==> src/design/qbp_pkg.sv <==
package qbp_pkg;

	localparam int SAMPLE_WIDTH = 8;
	localparam int BYTE_BITS    = 8;
	localparam int KEPT_WIDTH   = 4;
	localparam int FILL_WIDTH   = $clog2(BYTE_BITS);
	localparam int FIFO_DEPTH   = 4;
	localparam int PTR_WIDTH    = $clog2(FIFO_DEPTH);
	localparam int CNT_WIDTH    = PTR_WIDTH + 1;

	localparam logic [KEPT_WIDTH-1:0] KEPT_RESET = KEPT_WIDTH'(4);
	localparam logic [KEPT_WIDTH-1:0] KEPT_MAX   = KEPT_WIDTH'(SAMPLE_WIDTH);

	typedef logic [SAMPLE_WIDTH-1:0] pixel_t;
	typedef logic [BYTE_BITS-1:0]    byte_t;
	typedef logic [KEPT_WIDTH-1:0]   kept_t;
	typedef logic [FILL_WIDTH-1:0]   fill_t;

	// one output word
	typedef struct packed {
		byte_t packed_byte;
		logic  final_byte;
	} word_t;

	// what one pixel produces, plus the packer state it leaves
	typedef struct packed {
		logic [1:0] count;
		word_t      w0;
		word_t      w1;
		byte_t      acc;
		fill_t      fill;
	} pack_res_t;

endpackage

==> src/design/qbp_if.sv <==
interface qbp_pix_if;
	import qbp_pkg::*;

	logic   valid;
	logic   ready;
	pixel_t pixel_value;
	logic   last_sample;

	modport source (output valid, output pixel_value, output last_sample, input ready);
	modport sink (input valid, input pixel_value, input last_sample, output ready);
endinterface

interface qbp_byte_if;
	import qbp_pkg::*;

	logic  valid;
	logic  ready;
	byte_t packed_byte;
	logic  final_byte;

	modport source (output valid, output packed_byte, output final_byte, input ready);
	modport sink (input valid, input packed_byte, input final_byte, output ready);
endinterface

interface qbp_cfg_if;
	import qbp_pkg::*;

	logic  valid;
	logic  ready;
	kept_t kept_bits;

	modport source (output valid, output kept_bits, input ready);
	modport sink (input valid, input kept_bits, output ready);
endinterface

==> src/design/qbp_pack.sv <==
module qbp_pack (
	input  qbp_pkg::pixel_t    pixel,
	input  logic               last,
	input  qbp_pkg::kept_t     kept,
	input  qbp_pkg::byte_t     acc,
	input  qbp_pkg::fill_t     fill,
	output qbp_pkg::pack_res_t res
);
	import qbp_pkg::*;

	kept_t                   n;
	kept_t                   shamt;
	pixel_t                  bits;
	logic [2*BYTE_BITS-1:0]  merged;
	logic [KEPT_WIDTH:0]     total;
	logic                    full;
	byte_t                   rem;
	fill_t                   rem_fill;
	logic                    flush;

	always_comb begin
		n        = (kept > KEPT_MAX) ? KEPT_MAX : kept;
		shamt    = KEPT_MAX - n;
		bits     = pixel >> shamt;
		merged   = {{BYTE_BITS{1'b0}}, acc} | ({{BYTE_BITS{1'b0}}, bits} << fill);
		total    = (KEPT_WIDTH+1)'(fill) + (KEPT_WIDTH+1)'(n);
		full     = total >= (KEPT_WIDTH+1)'(BYTE_BITS);
		rem      = full ? merged[2*BYTE_BITS-1:BYTE_BITS] : merged[BYTE_BITS-1:0];
		rem_fill = full ? FILL_WIDTH'(total - (KEPT_WIDTH+1)'(BYTE_BITS))
		                : FILL_WIDTH'(total);
		flush    = last && (rem_fill != '0);

		res.w0.packed_byte = full ? merged[BYTE_BITS-1:0] : rem;
		res.w0.final_byte  = last && !(full && flush);
		res.w1.packed_byte = rem;
		res.w1.final_byte  = 1'b1;

		// a flushed partial word takes the first slot when no byte completed
		res.count = 2'(full) + 2'(flush);
		res.acc   = last ? '0 : rem;
		res.fill  = last ? '0 : rem_fill;
	end

endmodule

==> src/design/quantize_and_bit_pack.sv <==
// Quantiser and LSB-first bit packer for 8-bit pixels.
// pix: pixel words (pixel_value, last_sample) on a valid/ready channel.
// pkd: packed bytes (packed_byte, final_byte) on a valid/ready channel.
// cfg: write channel for kept_bits; always ready, write only while idle.
// Each pixel keeps its top kept_bits bits (values above 8 act as 8), which
// are appended lowest first into a byte; every full byte is sent, and a pixel
// marked last flushes any partial byte zero padded with final_byte set.
// An accepted pixel goes through one input register, then the shift-and-merge
// writes straight into a four-word output queue that drives byte valid.
// Throughput is one pixel per cycle; a pixel may give up to two bytes, and
// the input side waits only while the queue has fewer than two free words.
// When the receiver stalls, bytes collect in the queue and the input
// stops once fewer than two words are free; nothing is dropped.
// Reset clears the packer, empties the queue and sets kept_bits to 4.
module quantize_and_bit_pack (
	input  logic        clk,
	input  logic        arst_n,
	qbp_pix_if.sink     pix,
	qbp_byte_if.source  pkd,
	qbp_cfg_if.sink     cfg
);
	import qbp_pkg::*;

	kept_t                kept_q;
	byte_t                acc_q;
	fill_t                fill_q;

	pixel_t               pixel_s1;
	logic                 last_s1;
	logic                 valid_s1;
	logic                 advance;

	pack_res_t            res;

	word_t                fifo_q [FIFO_DEPTH];
	logic [PTR_WIDTH-1:0] wr_ptr_q;
	logic [PTR_WIDTH-1:0] rd_ptr_q;
	logic [CNT_WIDTH-1:0] count_q;
	logic [1:0]           push_n;
	logic                 pop;

	assign cfg.ready = 1'b1;

	always_ff @(posedge clk or negedge arst_n) begin
		if (!arst_n) begin
			kept_q <= KEPT_RESET;
		end else if (cfg.valid) begin
			kept_q <= cfg.kept_bits;
		end
	end

	// room for the worst case of two words per pixel
	assign advance   = valid_s1 && (count_q <= CNT_WIDTH'(FIFO_DEPTH - 2));
	assign pix.ready = !valid_s1 || advance;

	always_ff @(posedge clk or negedge arst_n) begin
		if (!arst_n) begin
			valid_s1 <= 1'b0;
		end else if (pix.ready) begin
			valid_s1 <= pix.valid;
		end
	end

	always_ff @(posedge clk) begin
		if (pix.ready && pix.valid) begin
			pixel_s1 <= pix.pixel_value;
			last_s1  <= pix.last_sample;
		end
	end

	qbp_pack u_pack (
		.pixel (pixel_s1),
		.last  (last_s1),
		.kept  (kept_q),
		.acc   (acc_q),
		.fill  (fill_q),
		.res   (res)
	);

	always_ff @(posedge clk or negedge arst_n) begin
		if (!arst_n) begin
			acc_q  <= '0;
			fill_q <= '0;
		end else if (advance) begin
			acc_q  <= res.acc;
			fill_q <= res.fill;
		end
	end

	assign push_n = advance ? res.count : 2'd0;
	assign pop    = pkd.valid && pkd.ready;

	always_ff @(posedge clk) begin
		if (push_n != 2'd0) begin
			fifo_q[wr_ptr_q] <= res.w0;
		end
		if (push_n == 2'd2) begin
			fifo_q[wr_ptr_q + PTR_WIDTH'(1)] <= res.w1;
		end
	end

	always_ff @(posedge clk or negedge arst_n) begin
		if (!arst_n) begin
			wr_ptr_q <= '0;
			rd_ptr_q <= '0;
			count_q  <= '0;
		end else begin
			wr_ptr_q <= wr_ptr_q + PTR_WIDTH'(push_n);
			if (pop) begin
				rd_ptr_q <= rd_ptr_q + PTR_WIDTH'(1);
			end
			count_q <= count_q + CNT_WIDTH'(push_n) - CNT_WIDTH'(pop);
		end
	end

	assign pkd.valid       = count_q != '0;
	assign pkd.packed_byte = fifo_q[rd_ptr_q].packed_byte;
	assign pkd.final_byte  = fifo_q[rd_ptr_q].final_byte;

endmodule
==> src/flat_wrapper.sv <==
// flat-port wrapper written by rule: the top's interface ports become plain ports
module quantize_and_bit_pack_flat import qbp_pkg::*;
  (clk, arst_n, pix_valid, pix_pixel_value, pix_last_sample, pix_ready, pkd_valid, pkd_packed_byte, pkd_final_byte, pkd_ready, cfg_valid, cfg_kept_bits, cfg_ready);
  qbp_pix_if pix_i ();
  qbp_byte_if pkd_i ();
  qbp_cfg_if cfg_i ();
  input  logic clk;
  input  logic arst_n;
  input wire logic [$bits(pix_i.valid)-1:0] pix_valid;
  input wire logic [$bits(pix_i.pixel_value)-1:0] pix_pixel_value;
  input wire logic [$bits(pix_i.last_sample)-1:0] pix_last_sample;
  output wire logic [$bits(pix_i.ready)-1:0] pix_ready;
  output wire logic [$bits(pkd_i.valid)-1:0] pkd_valid;
  output wire logic [$bits(pkd_i.packed_byte)-1:0] pkd_packed_byte;
  output wire logic [$bits(pkd_i.final_byte)-1:0] pkd_final_byte;
  input wire logic [$bits(pkd_i.ready)-1:0] pkd_ready;
  input wire logic [$bits(cfg_i.valid)-1:0] cfg_valid;
  input wire logic [$bits(cfg_i.kept_bits)-1:0] cfg_kept_bits;
  output wire logic [$bits(cfg_i.ready)-1:0] cfg_ready;
  assign pix_i.valid = pix_valid;
  assign pix_i.pixel_value = pix_pixel_value;
  assign pix_i.last_sample = pix_last_sample;
  assign pix_ready = pix_i.ready;
  assign pkd_valid = pkd_i.valid;
  assign pkd_packed_byte = pkd_i.packed_byte;
  assign pkd_final_byte = pkd_i.final_byte;
  assign pkd_i.ready = pkd_ready;
  assign cfg_i.valid = cfg_valid;
  assign cfg_i.kept_bits = cfg_kept_bits;
  assign cfg_ready = cfg_i.ready;
  quantize_and_bit_pack u_core (.clk(clk), .arst_n(arst_n), .pix(pix_i), .pkd(pkd_i), .cfg(cfg_i));
endmodule
==> config.mk <==
export PLATFORM = sky130hd
export DESIGN_NAME = quantize_and_bit_pack_flat
export DESIGN_NICKNAME = d
export VERILOG_FILES = /design/src/design/qbp_pkg.sv /design/src/design/qbp_if.sv /design/src/design/qbp_pack.sv /design/src/design/quantize_and_bit_pack.sv /design/src/flat_wrapper.sv
export SDC_FILE = /design/constraint.sdc
export NUM_CORES = 1
export LEC_CHECK = 0
export BUFFER_PORTS_ARGS = -buffer_cell sky130_fd_sc_hd__buf_2
export CAP_MARGIN = 20
export CORE_MARGIN = 2
export CORE_UTILIZATION = 30
export CTS_CLUSTER_DIAMETER = 40
export DETAILED_ROUTE_END_ITERATION = 10
export GPL_TIMING_DRIVEN = 0
export PLACE_DENSITY = 0.45
export SYNTH_ARGS = -nofsm -noshare
export SYNTH_HDL_FRONTEND = slang
export SYNTH_SLANG_ARGS = --single-unit
==> constraint.sdc <==
create_clock -name clk -period 9.8 [get_ports clk]
set_clock_uncertainty 0.1 [all_clocks]
set_input_delay 0.49 -clock clk [delete_from_list [all_inputs] [get_ports clk]]
set_output_delay 0.49 -clock clk [all_outputs]
set_load 0.03 [all_outputs]
Word-level counts from Yosys, hierarchy flattened
Memories as Yosys holds them, arrays and structs flattened.
Index checks and enable logic that the tools add are counted.
{"block": "totals", "input_bits": 18, "latchBits": 0, "ramBits": 36, "elab_cells": 49, "memories": 1, "rom_bits": 0, "register_bits": 32}
{"block": "op_classes", "add_sub_neg": 9, "reduce_logical": 12, "n_eq_ne": 1, "n_bitwise": 1, "n_lt_le_gt_ge": 3, "shifts": 2, "n_mux": 11, "multipliers": 0, "div_mod_pow": 0}
{"name": "u_core.fifo_q", "words": 4, "width": 9, "read_ports": 1, "rd_clocked_by_memory_dff": 0, "write_ports": 2, "line": "quantize_and_bit_pack.sv:35", "text": "word_t fifo_q [FIFO_DEPTH];"}
{"operator": "$mux W8", "n": 3}
{"operator": "$or A8 B16 Y16", "n": 1}
{"operator": "$shl A8 B3 Y16", "n": 1}
{"operator": "$shr A8 B4 Y8", "n": 1}
{"operator": "$logic_and A1 B1 Y1", "n": 6}
{"operator": "$mux W3", "n": 2}
{"operator": "$reduce_bool A3 Y1", "n": 2}
{"operator": "$add A3 B4 Y5", "n": 1}
{"operator": "$ge A5 B4 Y1 const B", "n": 1}
{"operator": "$add A2 B1 Y2 const B", "n": 2}
{"operator": "$gt A4 B4 Y1 const B", "n": 1}
{"operator": "$mux W1", "n": 4}
{"operator": "$mux W4", "n": 1}
{"operator": "$sub A4 B4 Y4 const A", "n": 1}
{"operator": "$add A3 B2 Y3", "n": 1}
{"operator": "$le A3 B2 Y1 const B", "n": 1}
{"operator": "$sub A3 B1 Y3", "n": 1}
{"operator": "$sub A3 B1 Y3 const B", "n": 1}
{"operator": "$add A1 B1 Y2", "n": 1}
{"operator": "$add A2 B2 Y2", "n": 1}
{"operator": "$eq A2 B2 Y1 const B", "n": 1}
{"operator": "$logic_not A1 Y1", "n": 2}
{"operator": "$mux W2", "n": 1}
{"operator": "$reduce_bool A2 Y1", "n": 1}
{"operator": "$logic_or A1 B1 Y1", "n": 1}

Depth between registers and ports, before layout
Gate-level depths: netlist of the first run.
{"block": "depth", "ltp_word": 12, "mapped_depth": 16, "depth_no_buf": 14}

By module
A second synthesis of the first run with hierarchy kept.
{"block": "hier_totals", "cells_unflattened": 386, "area_unflattened_um2": 4466.8}
{"module": "quantize_and_bit_pack", "area_each_um2": 3153.0, "instances": 1, "cells_each": 181, "seq_area_each_um2": 1928.1}
{"module": "qbp_pack", "area_each_um2": 1313.8, "instances": 1, "cells_each": 205, "seq_area_each_um2": 0.0}

Worst setup path after synthesis of the first run
OpenSTA, ideal clock, no wires.
{"block": "synth_path", "path_kind": "register -> register", "startpoint": "reg u_core.fill_q[1]", "endpoint": "mem u_core.fifo_q[2][1] in the netlist's numbering (enable)", "arrival_ns": 3.575, "path_stages_with_launch": 14, "period_less_slack_ns": 4.004, "setup_time_ns": 0.329, "path_slack_ns": 5.796, "path_cell_list": "dfrtp_1 -> clkbuf_1 -> buf_1 -> xnor2_1 -> ha_1 -> nand4b_1 -> a211oi_2 -> inv_1 -> clkbuf_1 -> ha_1 -> o21ai_0 -> or3b_2 -> clkbuf_1 -> nand2_1"}
{"item": "start, declared", "line": "quantize_and_bit_pack.sv:26", "text": "fill_t fill_q;"}
{"item": "start signal, assigned", "line": "quantize_and_bit_pack.sv:86", "text": "fill_q <= res.fill;"}
{"item": "end, declared", "line": "quantize_and_bit_pack.sv:35"}

==> results.yml, run 1 <==
drt:
  drt_pass1_iterations: 4
  drcViolationCount: 0
  wl_um: 11100
  num_vias: 3286
  final_antenna_net_count: 0
  wire_per_inst_um: 18.3
  drtIter0Drc: 250
  drt-vias-per-instance: 5.42
yosys:
  synth_commonest_cells: "edfxtp_1 (41), nand2_1 (30), o22ai_1 (27)"
  synth_seq_cells: 68
  synthesis.nets: 414
  avgSynthCellArea_um2: 10.7
  synth-async-reset-ratio_pct: 33.8
  yosys.area.top_type_share_pct: 29.7
  synthTopCellsByArea: "edfxtp_1 (30%), dfrtp_1 (13%), mux4_2 (4.9%), o22ai_1 (4.1%), ha_1 (2.7%)"
  mappedNetlistArea_um2: 4150
  synth_cell_type_count: 78
  synth_cells: 386
  yosysTopAreaCell: "edfxtp_1"
  yosysMostFrequentCell: "edfxtp_1"
  synth_seq_area_share_pct: 45.5
  synth_ff_type: "edfxtp_1"
  synth.yosys.warnings: 0
  synth_edf_count: 41
timing:
  rsz0062_at_grt: "false"
  slew_headroom_pct: 39.4
  finalSetupViolCount: 0
  fin_crit_ns: 5.30
  max_freq_mhz: 189
  whs_ns: 0.0590
  hold_viol: 0
  worst_slack_ns: 4.50
  finalMaxSlewViolations: 0
  fin_setup_tns_ns: 0
  fin_crit_sh_pct: 54.1
  tightest_slew_ns: 0.909
final_layout:
  drive_gt1_share_pct: 19.8
  nets: 453
  synthToLayoutAreaGrowth_pct: 17.5
  fin_area_um2: 4870
  fillCellCount: 1355
  num_antenna_cells: 0
power:
  vdd_ir_drop_max_mv: 0.194
  total_power_mw: 1.60
  p_leak_nw: 1.85
  powerDensity_nw_per_um2: 329
floorplanning:
  ios: 30
  start_util_pct: 31.1
  core.rowCount: 42
  die-area_um2: 14800
  die_x_um: 122
  core_um2: 13300
  die_y_um: 122
placed_design:
  port-buffer-count: 28
  place_area_um2: 4510
  pre_cts_slack_ns: 4.54
  place.gp.congestion: 0.807
  dp_hpwl_um: 8090
critical_path:
  path_class: "register to register"
  start_kind: "register"
  worstPathMaxFanout: 10
  crit_path_end_kind: "register"
  arrival_ns: 5.18
  crit_required_ns: 9.68
grt:
  grt_antenna_before_repair: 0
  grt_pass1_wl_um: 18200
  groute.usage.overall_pct: 16.4
  grt_max_degree: 24
  grt_overflow_total: 0
  first_global_vias: 3354
clock_tree:
  clkTransAtPathRegs_ns: 0.05
  clock_latency_ns: 0.34
  tritoncts: "yes"
  post_cts_buffers: 0
  post_cts_resized: 0
  h-tree-depth: 3
  cts_hold_buf: 0
  clk_path_buf_depth: 2
  cts_root_buf: "clkbuf_16"
  cts_sinks: 68
  numCtsBuffers: 9
flow_run:
  drv_cap: 0
status:
  status: "complete, no violations"
hold_path:
  hold_class: "primary input to asynchronous set/reset pin"
[cell type report]
cell class	instances	area (um^2)	share of cell area, %
multi-input combinational	275	2070	42.6
tap	176	220	4.52
clock inverter	6	136	2.80
inverter	17	63.8	1.31
buffer	26	119	2.44
sequential	68	1890	38.8
timing repair buffer	28	140	2.88
clock buffer	10	229	4.70
[routing by layer]
layer | up-vias | share of wire, % | track usage, %
met4 | 0 | 1.8 | 9.12
met2 | 77 | 45 | 24.2
met5 | - | 0 | 0
met3 | 13 | 4.0 | 3.04
li1 | 1575 | - | -
met1 | 1621 | 49 | 22.7
[cells in the final DEF, fill, tap and decap left out, types with 4 or more instances in the layout]
master	count
clkbuf_16	9
nor3_1	6
o21ai_0	9
clkbuf_1	16
o31ai_1	6
mux2i_1	11
dfxtp_1	4
and2_1	7
nand2b_1	11
nor2_1	22
buf_2	33
or3_1	4
xnor2_1	5
o211ai_1	6
ha_1	9
edfxtp_1	41
inv_1	14
bufinv_16	4
mux2_2	5
nand2_1	30
dfrtp_1	22
o22ai_1	27
nand3b_1	4
xor2_1	4
o21a_1	4
a21oi_1	13
nor4_1	5
mux4_2	9
a211oi_1	4
[registers in the layout (all words and copies together), names as in the netlist]
signal,cells
u_core.fifo_q,36
u_core.kept_q,4
u_core.count_q,3
u_core.pixel_s1,8
u_core.rd_ptr_q,2
u_core.fill_q,3
u_core.acc_q,8
u_core.valid_s1,1
u_core.wr_ptr_q,2
u_core.last_s1,1
[through the flow]
step,cells,utilization (%)
floorplan,386,-
global placement,590,33.8
detailed placement,590,33.8
CTS,606,36.5
global route,606,36.5
finish,606,36.5
[worst max-delay path, cell delays in order, from the launching register on]
cell	delay, ns
dfrtp_1	0.32
clkbuf_1	0.40
buf_1	0.52
xnor2_1	0.16
ha_1	0.23
nand4b_1	0.18
a211oi_2	0.65
inv_1	0.24
clkbuf_1	0.32
ha_1	0.42
o21ai_0	0.30
or2_2	0.17
clkbuf_1	0.47
nand2_1	0.45
[kinds of logic (layout without fill, tap and decap cells)]
| logic type | count (synthesis) | in the layout | synth area share [%] |
|---|---|---|---|
| multiplexers | 25 | 25 | 8.90 |
| flip-flops | 68 | 68 | 45.5 |
| adder cells (fa/ha/maj) | 10 | 10 | 3.20 |
| XOR/XNOR | 9 | 9 | 1.90 |
| buffers and inverters | 43 | 87 | 4.41 |
| AO/OA/AOI/OAI | 118 | 118 | 21.6 |
| AND/OR/NAND/NOR | 112 | 112 | 14.3 |
| other | 1 | 1 | 0.0905 |
[path summary, 6_finish.rpt]
check	slack (ns)	to	start	cells after the start
max	4.50	u_core.fifo_q[1][7]$_DFFE_PP_	u_core.fill_q[1]$_DFFE_PN0P_	13
min reg2reg	0.38	u_core.acc_q[3]$_DFFE_PN0P_	u_core.acc_q[3]$_DFFE_PN0P_	2
max in group asynchronous	9.13	u_core.count_q[2]$_DFF_PN0_	arst_n	1
min	0.06	u_core.acc_q[4]$_DFFE_PN0P_	arst_n	1
max reg2reg	4.50	u_core.fifo_q[1][7]$_DFFE_PP_	u_core.fill_q[1]$_DFFE_PN0P_	13
min in group clk	0.22	u_core.pixel_s1[0]$_DFFE_PP_	pix_pixel_value[0]	1
[report_power, final]
group	switching [mW]	total, mW	leakage (nW)	internal (mW)
combinational	0.485	0.767	0.972	0.282
clock	0.126	0.400	0.173	0.275
sequential	0.0403	0.434	0.700	0.393
total	0.651	1.60	1.85	0.950
(Power assumes the default switching activity.)
==> inputs of run 2 (changes only) <==
--- a/config.mk
+++ b/config.mk
@@ -5,6 +5,7 @@
 export SDC_FILE = /design/constraint.sdc
 export NUM_CORES = 1
 export LEC_CHECK = 0
+export ABC_AREA = 1
 export BUFFER_PORTS_ARGS = -buffer_cell sky130_fd_sc_hd__buf_2
 export CAP_MARGIN = 20
 export CORE_MARGIN = 2
@@ -12,7 +13,7 @@
 export CTS_CLUSTER_DIAMETER = 40
 export DETAILED_ROUTE_END_ITERATION = 10
 export GPL_TIMING_DRIVEN = 0
-export PLACE_DENSITY = 0.45
+export PLACE_DENSITY = 0.47
 export SYNTH_ARGS = -nofsm -noshare
 export SYNTH_HDL_FRONTEND = slang
 export SYNTH_SLANG_ARGS = --single-unit
==> constraint.sdc (replaced) <==
create_clock -name clk -period 4.55 [get_ports clk]
set_clock_uncertainty 0.1 [all_clocks]
set_input_delay 0.2275 -clock clk [delete_from_list [all_inputs] [get_ports clk]]
set_output_delay 0.2275 -clock clk [all_outputs]
set_load 0.03 [all_outputs]
==> run 2 against run 1 <==
  * Critical path depth increased by 10
  * Sequential power increased by 120%
  * Hold slack lost 0.039 ns
  * Highest routed layer unchanged
  * Sequential share of layout area down 0.63 points
==> results.yml, run 2 <==
floorplanning:
  start_util_pct: 30.9
  die_x_um: 121
  core_um2: 13300
  die-area_um2: 14700
  ios: 30
  core.rowCount: 42
  die_y_um: 121
clock_tree:
  post_cts_buffers: 0
  clk_path_buf_depth: 2
  post_cts_resized: 0
  cts_sinks: 68
  clkTransAtPathRegs_ns: 0.06
  numCtsBuffers: 9
  clock_latency_ns: 0.34
  h-tree-depth: 3
  tritoncts: "yes"
  cts_root_buf: "clkbuf_16"
yosys:
  synth_commonest_cells: "nand2_1 (147), nand3_1 (86), inv_1 (50)"
  synthTopCellsByArea: "edfxtp_1 (30%), nand2_1 (13%), dfrtp_1 (13%), nand3_1 (10%), inv_1 (4.6%)"
  synth_edf_count: 41
  synth-async-reset-ratio_pct: 33.8
  synth.yosys.warnings: 0
  synth_seq_area_share_pct: 45.8
  avgSynthCellArea_um2: 7.95
  synth_seq_cells: 68
  synthesis.nets: 546
  yosysTopAreaCell: "edfxtp_1"
  synth_cell_type_count: 39
  yosys.area.top_type_share_pct: 29.9
  synth_cells: 518
  mappedNetlistArea_um2: 4120
  synth_ff_type: "edfxtp_1"
  yosysMostFrequentCell: "nand2_1"
timing:
  fin_crit_ns: 3.83
  rsz0062_at_grt: "false"
  slew_headroom_pct: 36.8
  finalSetupViolCount: 0
  worst_slack_ns: 0.715
  fin_crit_sh_pct: 84.3
  finalMaxSlewViolations: 0
  max_freq_mhz: 261
  tightest_slew_ns: 0.948
  hold_viol: 0
  fin_setup_tns_ns: 0
drt:
  drt_pass1_iterations: 4
  drt-vias-per-instance: 4.60
  drcViolationCount: 0
  final_antenna_net_count: 0
  drtIter0Drc: 182
  num_vias: 3456
  wl_um: 10000
  wire_per_inst_um: 13.4
final_layout:
  nets: 598
  drive_gt1_share_pct: 16.2
  final_util_pct: 37.1
  fillCellCount: 1410
  final_cell_mix: "nand2_1 (147), nand3_1 (86), inv_1 (50)"
  top_register: "u_core.fifo_q"
  num_antenna_cells: 0
  synthToLayoutAreaGrowth_pct: 20.2
  reg_top3: "u_core.fifo_q (36), u_core.acc_q (8), u_core.pixel_s1 (8)"
  layout_commonest_cell: "nand2_1"
  largest_register_ffs: 36
grt:
  groute.usage.overall_pct: 15.2
  grt_antenna_before_repair: 0
  grt_max_degree: 24
  grt_overflow_total: 0
  grt_pass1_wl_um: 17200
  first_global_vias: 3479
critical_path:
  crit_path_end_kind: "register"
  cp_top_family: "simple AND/OR/NAND/NOR gates"
  path_class: "register to register"
  start_kind: "register"
  worstPathMaxFanout: 10
  crit_top_cell: "nand2_1"
  arrival_ns: 3.92
  cp_num_buf_inv: 7
  reg2regPathDepth: 23
  crit_slowest_cell: "nor3_2"
  crit_required_ns: 4.64
  crit_chain: "buf_2 > inv_2 > nand2_1 > nand2_1 > nand3_1 > nand2_1 > inv_1 > ha_1 > inv_1 > nand2_1 > xnor2_1 > nand3_1 > nand2_1 > inv_1 > ha_1 > inv_1 > nor2_4 > nor2_2 > nor3_2 > inv_2 > nand2_1 > o21ai_1 > a21oi_1"
  r2r_slack_ns: 0.72
  slowest_delay_ns: 0.45
  cp.depth: 23
power:
  p_leak_nw: 2.28
  vdd_ir_drop_max_mv: 0.457
  powerDensity_nw_per_um2: 661
hold_path:
  hold_class: "primary input to register"
  hold_path_depth: 2
placed_design:
  dp_hpwl_um: 7690
  pre_cts_slack_ns: 0.667
  port-buffer-count: 28
  place.gp.congestion: 0.801
status:
  status: "complete, no violations"
flow_run:
  drv_cap: 0
## run 2: final timing paths
path                                                     to                             start
min reg2reg                u_core.fifo_q[1][0]$_SDFFE_PP1P_  u_core.fifo_q[1][0]$_SDFFE_PP1P_
max reg2reg                   u_core.fifo_q[3][8]$_DFFE_PP_      u_core.kept_q[0]$_DFFE_PN0P_
min in group asynchronous    u_core.rd_ptr_q[0]$_DFFE_PN0P_                            arst_n
min                            u_core.kept_q[1]$_DFFE_PN0P_                  cfg_kept_bits[1]
max                           u_core.fifo_q[3][8]$_DFFE_PP_      u_core.kept_q[0]$_DFFE_PN0P_
max in group asynchronous      u_core.kept_q[0]$_DFFE_PN0P_                            arst_n
## run 2: area by class of cell
cell class	count	area, um^2	area share (%)
Multi-Input combinational cell	370	1910	38.5
Sequential cell	68	1890	38.1
Timing Repair Buffer	41	270	5.46
Inverter	64	243	4.90
Clock buffer	10	229	4.62
Tap cell	176	220	4.45
Clock inverter	6	111	2.25
Buffer	16	81.3	1.64
## run 2: what timing repair did
item	4_1_cts	5_1_grt
hold endpoints to repair	34	0
setup endpoints to repair	0	0
hold buffers	13	0
## run 2: cells by family after synthesis
logic type	share of synthesized area, %
flops	45.8
buf+inv	7.86
other cells	0.0910
fa+ha+maj	3.22
simple gates	32.9
mux	0.547
compound gates	8.11
xor+xnor	1.49
## run 2: worst reg2reg max path, cell delays in order (launching register included)
cell and delay (ns):
dfrtp_1 0.35, buf_2 0.18, inv_2 0.09, nand2_1 0.06
nand2_1 0.07, nand3_1 0.11, nand2_1 0.10, inv_1 0.05
ha_1 0.18, inv_1 0.08, nand2_1 0.07, xnor2_1 0.19
nand3_1 0.11, nand2_1 0.07, inv_1 0.04, ha_1 0.32
inv_1 0.08, nor2_4 0.14, nor2_2 0.08, nor3_2 0.45
inv_2 0.11, nand2_1 0.37, o21ai_1 0.13, a21oi_1 0.15
## run 2: layer usage
metal	share of wire (%)	GRT usage (%)	vias up
li1	-	-	1828
met1	46	18.7	1548
met2	49	25.5	72
met3	3.8	4.65	8
met4	1.2	4.60	0
met5	0	0	-
## run 2: where the power goes
part	switching [mW]	internal (mW)	total [mW]
Clock	0.268	0.536	0.804
Sequential	0.0799	0.865	0.944
Combinational	1.08	0.448	1.53
## run 2: per-stage QoR
| step | hold WS (ns) | cell area (um^2) | power (mW) | std cells |
|---|---|---|---|---|
| detailed placement | 0.191 | 4480 | 2.49 | 722 |
| floorplan | -0.168 | 4120 | 2.10 | 518 |
| global route | 0.0127 | 4950 | 3.56 | 751 |
| CTS | 0.00535 | 4950 | 3.32 | 751 |
| global placement | 0.194 | 4480 | 2.46 | 722 |
| finish | 0.0195 | 4950 | 3.27 | 751 |
